`config.mk`:
```
export PLATFORM = sky130hd
export DESIGN_NAME = utf8_decode_word_counter
export DESIGN_NICKNAME = d
export VERILOG_FILES = /design/src/hw/rtl/utf8d_pkg.sv /design/src/hw/rtl/utf8d_decode.sv /design/src/hw/rtl/utf8d_result_fifo.sv /design/src/hw/rtl/utf8_decode_word_counter.sv
export SDC_FILE = /design/constraint.sdc
export NUM_CORES = 1
export LEC_CHECK = 0
export ABC_AREA = 1
export BUFFER_PORTS_ARGS = -buffer_cell sky130_fd_sc_hd__clkbuf_2
export CAP_MARGIN = 20
export CORE_ASPECT_RATIO = 0.6
export CORE_MARGIN = 2
export CORE_UTILIZATION = 58
export DETAILED_ROUTE_END_ITERATION = 8
export PLACE_DENSITY = 0.77
export SYNTH_ARGS = -nofsm -noshare
export SYNTH_HDL_FRONTEND = slang
export SYNTH_SLANG_ARGS = --single-unit
export TNS_END_PERCENT = 20
```
`constraint.sdc`:
```
create_clock -name clk_i -period 5.54 [get_ports clk_i]
set_input_delay 0.831 -clock clk_i [delete_from_list [all_inputs] [get_ports clk_i]]
set_output_delay 0.831 -clock clk_i [all_outputs]
set_load 0.005 [all_outputs]
```
`src/hw/rtl/utf8d_pkg.sv`:
```
// ----------------------------------------------------------------------------
// utf8d_pkg: shared types and constants of the UTF-8 decoder
// Result word layout, byte class patterns, count cap and separator resets.
// ----------------------------------------------------------------------------
package utf8d_pkg;

  // Counter width of the string counts; the result fields are 16 bits wide
  localparam int COUNT_BITS = 16;
  localparam int CountW     = 16;
  localparam logic [CountW-1:0] CountCap =
      (COUNT_BITS >= CountW) ? {CountW{1'b1}} : CountW'((64'd1 << COUNT_BITS) - 64'd1);

  // Codepoint width and the replacement codepoint
  localparam int CpW = 21;
  localparam logic [CpW-1:0] Replacement = 21'h00FFFD;

  // Separator registers
  localparam int NumSep   = 4;
  localparam int SepIdxW  = $clog2(NumSep);
  localparam int CfgIdxW  = 8;
  typedef logic [NumSep-1:0][CpW-1:0] sep_set_t;
  localparam sep_set_t SepReset = {21'd0, 21'd9, 21'd10, 21'd32};

  // Byte class patterns
  localparam logic [7:0] ContMask  = 8'hC0;
  localparam logic [7:0] ContVal   = 8'h80;
  localparam logic [7:0] Lead2Mask = 8'hE0;
  localparam logic [7:0] Lead2Val  = 8'hC0;
  localparam logic [7:0] Lead3Mask = 8'hF0;
  localparam logic [7:0] Lead3Val  = 8'hE0;
  localparam logic [7:0] Lead4Mask = 8'hF8;
  localparam logic [7:0] Lead4Val  = 8'hF0;

  // Result queue
  localparam int ResDepth = 4;
  localparam int ResPtrW  = $clog2(ResDepth);

  typedef enum logic {
    KIND_CODE    = 1'b0,
    KIND_SUMMARY = 1'b1
  } kind_e;

  typedef struct packed {
    kind_e             kind;
    logic [CpW-1:0]    code_value;
    logic              bad_encoding;
    logic              matches_separator;
    logic [CountW-1:0] total_codepoints;
    logic [CountW-1:0] word_chars;
    logic              last_of_run;
  } result_t;

  // Up to two results written to the queue in one cycle, r0 first
  typedef struct packed {
    logic    v0;
    logic    v1;
    result_t r0;
    result_t r1;
  } push_t;

endpackage

```
`src/hw/rtl/utf8d_decode.sv`:
```
// ----------------------------------------------------------------------------
// utf8d_decode: input register, decode state and result generation
// Decodes the registered byte against the sequence state in one pass and
// hands up to two result words per byte to the result queue.
// ----------------------------------------------------------------------------
module utf8d_decode (
  input  logic                clk_i,
  input  logic                rst_ni,
  input  logic                in_valid_i,
  output logic                in_ready_o,
  input  logic [7:0]          in_byte_i,
  input  utf8d_pkg::sep_set_t sep_i,
  input  logic                room_i,
  output utf8d_pkg::push_t    push_o
);
  import utf8d_pkg::*;

  logic              in_valid_q;
  logic [7:0]        in_byte_q;
  logic              fire;

  logic [1:0]        pend_q, pend_d;
  logic              skip_q, skip_d;
  logic [CpW-1:0]    part_q, part_d;
  logic [CountW-1:0] tally_q, wtally_q;
  logic              closed_q;

  logic              cont;
  logic              lead_go;
  logic [CpW-1:0]    part_n;
  logic              pre_v, main_v, main_sum, main_bad;
  logic [CpW-1:0]    main_cp;
  logic              pre_match, main_match, main_cnt;
  logic [CountW-1:0] t1, t2, w1, w2;
  logic              closed1, closed2;
  result_t           pre_res, main_res;

  function automatic logic is_sep(logic [CpW-1:0] cp, sep_set_t s);
    logic m;
    m = 1'b0;
    for (int i = 0; i < NumSep; i++) begin
      m = m | ((s[i] != '0) && (cp == s[i]));
    end
    return m;
  endfunction

  function automatic logic [CountW-1:0] sat_inc(logic [CountW-1:0] x);
    return (x < CountCap) ? x + CountW'(1) : x;
  endfunction

  // Hold the byte until the result queue has room for two words
  assign fire       = in_valid_q && room_i;
  assign in_ready_o = !in_valid_q || room_i;

  always_ff @(posedge clk_i or negedge rst_ni) begin
    if (!rst_ni) begin
      in_valid_q <= 1'b0;
    end else if (in_ready_o) begin
      in_valid_q <= in_valid_i;
    end
  end

  always_ff @(posedge clk_i) begin
    if (in_valid_i && in_ready_o) begin
      in_byte_q <= in_byte_i;
    end
  end

  // Classify the byte and advance the sequence state
  always_comb begin
    cont     = (in_byte_q & ContMask) == ContVal;
    part_n   = {part_q[CpW-7:0], in_byte_q[5:0]};
    pend_d   = pend_q;
    skip_d   = skip_q;
    part_d   = part_q;
    lead_go  = 1'b0;
    pre_v    = 1'b0;
    main_v   = 1'b0;
    main_sum = 1'b0;
    main_bad = 1'b0;
    main_cp  = '0;

    if (in_byte_q == 8'h00) begin
      // end of string: flush an unfinished sequence, then the summary
      pre_v    = (pend_q != 2'd0);
      main_v   = 1'b1;
      main_sum = 1'b1;
    end else if (skip_q && cont) begin
      // drop stray continuation byte
    end else if (pend_q != 2'd0) begin
      if (cont) begin
        pend_d = pend_q - 2'd1;
        part_d = part_n;
        if (pend_q == 2'd1) begin
          main_v  = 1'b1;
          main_cp = part_n;
          part_d  = '0;
        end
      end else begin
        // interrupted sequence: replace, then decode this byte as a lead
        pre_v   = 1'b1;
        pend_d  = 2'd0;
        part_d  = '0;
        lead_go = 1'b1;
      end
    end else begin
      skip_d  = 1'b0;
      lead_go = 1'b1;
    end

    if (lead_go) begin
      if (!in_byte_q[7]) begin
        main_v  = 1'b1;
        main_cp = CpW'(in_byte_q);
      end else if ((in_byte_q & Lead2Mask) == Lead2Val) begin
        pend_d = 2'd1;
        part_d = CpW'(in_byte_q[4:0]);
      end else if ((in_byte_q & Lead3Mask) == Lead3Val) begin
        pend_d = 2'd2;
        part_d = CpW'(in_byte_q[3:0]);
      end else if ((in_byte_q & Lead4Mask) == Lead4Val) begin
        pend_d = 2'd3;
        part_d = CpW'(in_byte_q[2:0]);
      end else begin
        main_v   = 1'b1;
        main_cp  = Replacement;
        main_bad = 1'b1;
        skip_d   = 1'b1;
      end
    end
  end

  // Update the counts for the replacement word, then for the main word
  always_comb begin
    pre_match  = is_sep(Replacement, sep_i);
    t1         = pre_v ? sat_inc(tally_q) : tally_q;
    closed1    = closed_q || (pre_v && pre_match);
    w1         = (pre_v && !pre_match && !closed_q) ? sat_inc(wtally_q) : wtally_q;

    main_cnt   = main_v && !main_sum;
    main_match = main_cnt && is_sep(main_cp, sep_i);
    t2         = main_cnt ? sat_inc(t1) : t1;
    closed2    = closed1 || main_match;
    w2         = (main_cnt && !main_match && !closed1) ? sat_inc(w1) : w1;

    pre_res.kind              = KIND_CODE;
    pre_res.code_value        = Replacement;
    pre_res.bad_encoding      = 1'b1;
    pre_res.matches_separator = pre_match;
    pre_res.total_codepoints  = t1;
    pre_res.word_chars        = w1;
    pre_res.last_of_run       = !main_v;

    main_res.kind              = main_sum ? KIND_SUMMARY : KIND_CODE;
    main_res.code_value        = main_cp;
    main_res.bad_encoding      = main_bad;
    main_res.matches_separator = main_match;
    main_res.total_codepoints  = t2;
    main_res.word_chars        = w2;
    main_res.last_of_run       = 1'b1;
  end

  assign push_o.v0 = fire && (pre_v || main_v);
  assign push_o.v1 = fire && pre_v && main_v;
  assign push_o.r0 = pre_v ? pre_res : main_res;
  assign push_o.r1 = main_res;

  // Advance the string state; the end of string returns it to reset
  always_ff @(posedge clk_i or negedge rst_ni) begin
    if (!rst_ni) begin
      pend_q   <= 2'd0;
      skip_q   <= 1'b0;
      part_q   <= '0;
      tally_q  <= '0;
      wtally_q <= '0;
      closed_q <= 1'b0;
    end else if (fire) begin
      if (main_sum) begin
        pend_q   <= 2'd0;
        skip_q   <= 1'b0;
        part_q   <= '0;
        tally_q  <= '0;
        wtally_q <= '0;
        closed_q <= 1'b0;
      end else begin
        pend_q   <= pend_d;
        skip_q   <= skip_d;
        part_q   <= part_d;
        tally_q  <= t2;
        wtally_q <= w2;
        closed_q <= closed2;
      end
    end
  end

`ifndef SYNTHESIS
  a_skip_excl: assert property (@(posedge clk_i) disable iff (!rst_ni)
    pend_q != 2'd0 |-> !skip_q)
    else $error("skipping while a sequence is pending");

  a_two_first_bad: assert property (@(posedge clk_i) disable iff (!rst_ni)
    push_o.v1 |-> push_o.r0.bad_encoding && push_o.r0.code_value == Replacement)
    else $error("first of two words is not a replacement");

  a_word_le_total: assert property (@(posedge clk_i) disable iff (!rst_ni)
    wtally_q <= tally_q)
    else $error("word count exceeds codepoint count");

  a_summary_resets: assert property (@(posedge clk_i) disable iff (!rst_ni)
    fire && main_sum |=> tally_q == '0 && pend_q == 2'd0 && !closed_q)
    else $error("string state not cleared after end of string");
`endif

endmodule

```
`src/hw/rtl/utf8d_result_fifo.sv`:
```
// ----------------------------------------------------------------------------
// utf8d_result_fifo: result word queue
// Takes up to two words per cycle from the decoder and delivers one word per
// cycle on the output channel while the output side is ready.
// ----------------------------------------------------------------------------
module utf8d_result_fifo (
  input  logic                clk_i,
  input  logic                rst_ni,
  input  utf8d_pkg::push_t    push_i,
  output logic                room_o,
  output logic                out_valid_o,
  input  logic                out_ready_i,
  output utf8d_pkg::result_t  head_o
);
  import utf8d_pkg::*;

  localparam int CntW = ResPtrW + 1;

  result_t              mem_q [ResDepth];
  logic [ResPtrW-1:0]   wr_ptr_q, rd_ptr_q;
  logic [CntW-1:0]      cnt_q;
  logic                 pop;
  logic [CntW-1:0]      n_push;

  assign out_valid_o = (cnt_q != '0);
  assign pop         = out_valid_o && out_ready_i;
  assign head_o      = mem_q[rd_ptr_q];
  assign room_o      = (cnt_q <= CntW'(ResDepth - 2));
  assign n_push      = CntW'(push_i.v0) + CntW'(push_i.v1);

  // Store incoming words in order
  always_ff @(posedge clk_i) begin
    if (push_i.v0) begin
      mem_q[wr_ptr_q] <= push_i.r0;
    end
    if (push_i.v1) begin
      mem_q[wr_ptr_q + ResPtrW'(1)] <= push_i.r1;
    end
  end

  // Advance pointers and fill count
  always_ff @(posedge clk_i or negedge rst_ni) begin
    if (!rst_ni) begin
      wr_ptr_q <= '0;
      rd_ptr_q <= '0;
      cnt_q    <= '0;
    end else begin
      wr_ptr_q <= wr_ptr_q + ResPtrW'(n_push);
      if (pop) begin
        rd_ptr_q <= rd_ptr_q + ResPtrW'(1);
      end
      cnt_q <= cnt_q + n_push - CntW'(pop);
    end
  end

`ifndef SYNTHESIS
  a_no_overflow: assert property (@(posedge clk_i) disable iff (!rst_ni)
    cnt_q <= CntW'(ResDepth))
    else $error("result queue overflow");

  a_push_order: assert property (@(posedge clk_i) disable iff (!rst_ni)
    push_i.v1 |-> push_i.v0)
    else $error("second word pushed without the first");

  a_push_room: assert property (@(posedge clk_i) disable iff (!rst_ni)
    push_i.v0 |-> room_o)
    else $error("word pushed without room");
`endif

endmodule

```
`src/hw/rtl/utf8_decode_word_counter.sv`:
```
// ----------------------------------------------------------------------------
// utf8_decode_word_counter: UTF-8 decoder with separator flags and counts
// Top level: separator registers, decoder and result queue.
// ----------------------------------------------------------------------------
// Takes one byte per cycle and keeps that rate as long as each byte yields
// at most one output word and the output side is ready; a byte that yields
// two words (an interrupted sequence, or a truncated sequence at end of
// string) puts both on the output channel, one word after the other. A
// byte reaches the output through the input register and then the
// four-word result queue. The decoder moves a byte on only while the
// queue has room for two words, which sets the sustained rate under
// output stalls. Separator registers take a write in any cycle and must only
// be written while no byte is in flight.
module utf8_decode_word_counter (
  input  logic                          clk_i,
  input  logic                          rst_ni,
  input  logic                          in_valid_i,
  output logic                          in_ready_o,
  input  logic [7:0]                    in_byte_i,
  input  logic                          cfg_valid_i,
  output logic                          cfg_ready_o,
  input  logic [utf8d_pkg::CfgIdxW-1:0] cfg_index_i,
  input  logic [utf8d_pkg::CpW-1:0]     cfg_data_i,
  output logic                          out_valid_o,
  input  logic                          out_ready_i,
  output logic                          kind_o,
  output logic [utf8d_pkg::CpW-1:0]     code_value_o,
  output logic                          bad_encoding_o,
  output logic                          matches_separator_o,
  output logic [utf8d_pkg::CountW-1:0]  total_codepoints_o,
  output logic [utf8d_pkg::CountW-1:0]  word_chars_o,
  output logic                          last_of_run_o
);
  import utf8d_pkg::*;

  sep_set_t sep_q;
  push_t    push;
  logic     room;
  result_t  head;

  // Separator registers; indexes beyond the last register are dropped
  assign cfg_ready_o = 1'b1;

  always_ff @(posedge clk_i or negedge rst_ni) begin
    if (!rst_ni) begin
      sep_q <= SepReset;
    end else if (cfg_valid_i && (cfg_index_i < CfgIdxW'(NumSep))) begin
      sep_q[cfg_index_i[SepIdxW-1:0]] <= cfg_data_i;
    end
  end

  utf8d_decode u_decode (
    .clk_i      (clk_i),
    .rst_ni     (rst_ni),
    .in_valid_i (in_valid_i),
    .in_ready_o (in_ready_o),
    .in_byte_i  (in_byte_i),
    .sep_i      (sep_q),
    .room_i     (room),
    .push_o     (push)
  );

  utf8d_result_fifo u_result_fifo (
    .clk_i       (clk_i),
    .rst_ni      (rst_ni),
    .push_i      (push),
    .room_o      (room),
    .out_valid_o (out_valid_o),
    .out_ready_i (out_ready_i),
    .head_o      (head)
  );

  assign kind_o              = logic'(head.kind);
  assign code_value_o        = head.code_value;
  assign bad_encoding_o      = head.bad_encoding;
  assign matches_separator_o = head.matches_separator;
  assign total_codepoints_o  = head.total_codepoints;
  assign word_chars_o        = head.word_chars;
  assign last_of_run_o       = head.last_of_run;

endmodule
```
==> key figures <==
Cells and area
  – Synth-to-layout area growth: 9.78%
  – Share of layout cells above drive strength 1: 0.0987
  – Layout fillers: 3,259
  – Nets: 3,015

Worst setup path
  – Crit path arrival time: 5.02 ns
  – Startpoint Class: register
  – RR Endpoint: u_result_fifo.mem_q[1][1]
  – Last element of the critical path: u_result_fifo.mem_q[1][1]
  – Worst r2r src: u_decode.in_byte_q[7]
  – Worst setup path category: reg2reg
  – R2R setup slack: 0.83 ns
  – Worst Path Required: 5.84 ns
  – Crit-path max FO: 25
  – Setup crit start: u_decode.in_byte_q[7]
  – Worst reg-to-reg path cell count: 22
  – CP endpoint kind: register

Die
  – IO Pins: 102
  – Die Wd: 256 um
  – Starting Density: 0.587
  – Chip height: 155 um
  – Core area: 37,600 um^2
  – Die area: 39,700 um^2
  – Rows: 55

Power
  – VDD IR max: 565 uV
  – Leak Pwr: 10.6 nW
  – Pwr dens: 593 nW/um^2
  – Total power: 14.4 mW

Logic synthesis
  – Avg Cell Area, Syn: 7.63 um^2
  – Async S/R FF share, synth: 0.377
  – Top cells by count, synth: nand2_1, nand3_1, nor2_1, o21ai_0, inv_1
  – Largest area contributor in the netlist: edfxtp_1
  – Synthesized Nets: 2,952
  – Top-count cell post-synth: nand2_1
  – Synth top area share: 0.315
  – Warnings from Yosys: 0
  – Synth Flop Type: edfxtp_1
  – Post-synth EDFFs: 232
  – Register area share after synthesis: 0.481
  – Synth area leaders: edfxtp_1, dfrtp_1, nand2_1
  – Mapped cell area: 22,100 um^2
  – Post-synthesis cell count: 2,898
  – Synth Register Bits: 379
  – Netlist cell types: 52

Min path
  – Hold WC Path Type: in2async

CTS
  – Worst-Skew Late Latency: 0.56 ns
  – CTS max path bufs: 3
  – Clock slew at reported path FFs: 0.07 ns
  – Clk sinks: 379
  – Hold Buf Count CTS: 0
  – TritonCTS Buffers: 37
  – Root Buffer: clkbuf_16
  – Gates resized, CTS repair: 0
  – Postcts setup bufs: 0
  – H-tree depth: 2
  – CTS tree: built

GRT
  – Largest net degree at the start of global routing: 85
  – Global Route Usage Sum: 0.397
  – Vias in the first global route: 19,200
  – First-pass GRT wire length: 119,000 um
  – Initial antenna violation count: 3
  – Grt ovf: 0

Timing
  – Setup_tns: 0 ns
  – Max Fclk: 0.212 GHz
  – Slew margin rel.: 0.408
  – Hold Fails Final Rpt: 0
  – Final setup vio count: 0
  – Final period utilization: 0.851
  – Setup skew after layout: 0.0224 ns
  – Final period demand of the worst path: 4.71 ns
  – RSZ-0062 raised after global routing: no
  – Slew @ Worst Pin: 0.887 ns
  – Final Slew Violations: 0

Detailed routing
  – DRT iter0 DRCs: 3,108
  – First-pass DRT Iterations: 5
  – DRT antenna net count: 0
  – # DRC: 0
  – Drt wl/cell: 22.8 um
  – WL final: 80,000 um
  – Vias per cell: 6.23
  – Vias: 21,800

Place
  – Routability cong.: 1.09
  – Port Buffers: 100
  – Post-DP HPWL: 56,900 um

Flow run
  – Max-Cap Viols: 0

Status
  – Status: complete, no violations
[registers in the layout, summed over array words and instances (netlist names)]
name,count
u_result_fifo.rd_ptr_q,2
u_decode.wtally_q,16
u_decode.tally_q,16
u_decode.in_valid_q,1
u_decode.skip_q,1
u_decode.in_byte_q,8
u_result_fifo.wr_ptr_q,2
u_decode.closed_q,1
u_result_fifo.mem_q,228
u_decode.part_q,15
u_decode.pend_q,2
sep_q,84
u_result_fifo.cnt_q,3
[kinds of logic (layout without fill, tap and decap cells)]
family | count (synthesis) | count (layout) | synth area share
other cells | 1 | 2 | 0.000170
flops | 379 | 379 | 0.481
simple gates | 1603 | 1603 | 0.312
buf+inv | 391 | 481 | 0.0701
fa+ha+maj | 12 | 12 | 0.00713
compound gates | 477 | 477 | 0.116
xor+xnor | 35 | 35 | 0.0139
[metrics by stage]
| stage | std cells | hold WS (ns) | setup WS (ns) | util | instance area (um^2) |
|---|---|---|---|---|---|
| finish | 3502 | 0.225 | 0.827 | 0.645 | 24300 |
| global placement | 3434 | 0.451 | 1.08 | 0.613 | 23100 |
| global route | 3501 | 0.247 | 0.631 | 0.645 | 24300 |
| CTS | 3500 | 0.235 | 1.06 | 0.644 | 24300 |
| detailed placement | 3434 | 0.459 | 1.08 | 0.613 | 23100 |
| floorplan | 2898 | 0.435 | 1.44 | - | 22100 |
[cell type report]
| type | instances | area [um^2] | area share |
|---|---|---|---|
| clock inverters | 16 | 130 | 0.00536 |
| diodes | 1 | 2.50 | 0.000103 |
| well taps | 513 | 642 | 0.0265 |
| clock buffers | 50 | 1030 | 0.0426 |
| flip-flops and latches | 379 | 10600 | 0.438 |
| inverters | 267 | 1000 | 0.0414 |
| multi-input cells | 2128 | 9950 | 0.410 |
| repair buffers | 148 | 867 | 0.0357 |
[layout by cell type (no fill, tap or decap), types with 48 or more instances in the layout]
| master | netlist | routed |
|---|---|---|
| edfxtp_1 | 232 | 232 |
| buf_4 | 6 | 48 |
| dfrtp_1 | 138 | 136 |
| o22ai_1 | 95 | 95 |
| a21oi_1 | 82 | 82 |
| clkbuf_2 | 0 | 99 |
| nand3_1 | 357 | 357 |
| inv_1 | 236 | 234 |
| o21ai_0 | 248 | 248 |
| nor2_1 | 325 | 321 |
| nand2_1 | 788 | 784 |
[how the worst min path moves through the flow]
stage	start	to	slack, ns
global placement	u_result_fifo.mem_q[2][0]	u_result_fifo.mem_q[2][0]	0.45
global route	rst_ni	u_decode.tally_q[6]	0.25
finish	rst_ni	u_decode.tally_q[6]	0.22
CTS	rst_ni	u_decode.tally_q[6]	0.24
detailed placement	u_result_fifo.mem_q[1][0]	u_result_fifo.mem_q[1][0]	0.46
floorplan	u_result_fifo.mem_q[1][0]	u_result_fifo.mem_q[1][0]	0.43
[layer usage]
metal,part of all wire,wire (um),GRT usage
met4,0.021,1640,0.0799
met5,0.00034,27,0.00483
met2,0.36,29100,0.486
met3,0.17,13800,0.163
met1,0.44,35500,0.637
[report_power, final]
group / switching [mW] / internal, mW
registers: 0.466 / 3.84
logic: 5.59 / 1.97
clock network: 1.15 / 1.37
total: 7.21 / 7.18
[worst max-delay path, cell delays in order (launching register included)]
cell	delay, ns
edfxtp_1	0.57
nand2_1	0.16
inv_2	0.09
nand2_1	0.09
nand2_1	0.22
nor2_1	0.09
nand2_2	0.42
nand2_1	0.31
inv_1	0.39
nand2_1	0.17
nand2_1	0.09
nor2_1	0.06
nand2_1	0.10
nor2_1	0.06
nand2_1	0.07
nand2_2	0.08
nor2_4	0.26
nand2_2	0.40
buf_4	0.34
nand2_1	0.09
nand3_1	0.15
nand3_1	0.14
nand2_1	0.07
(Power assumes the default switching activity.)
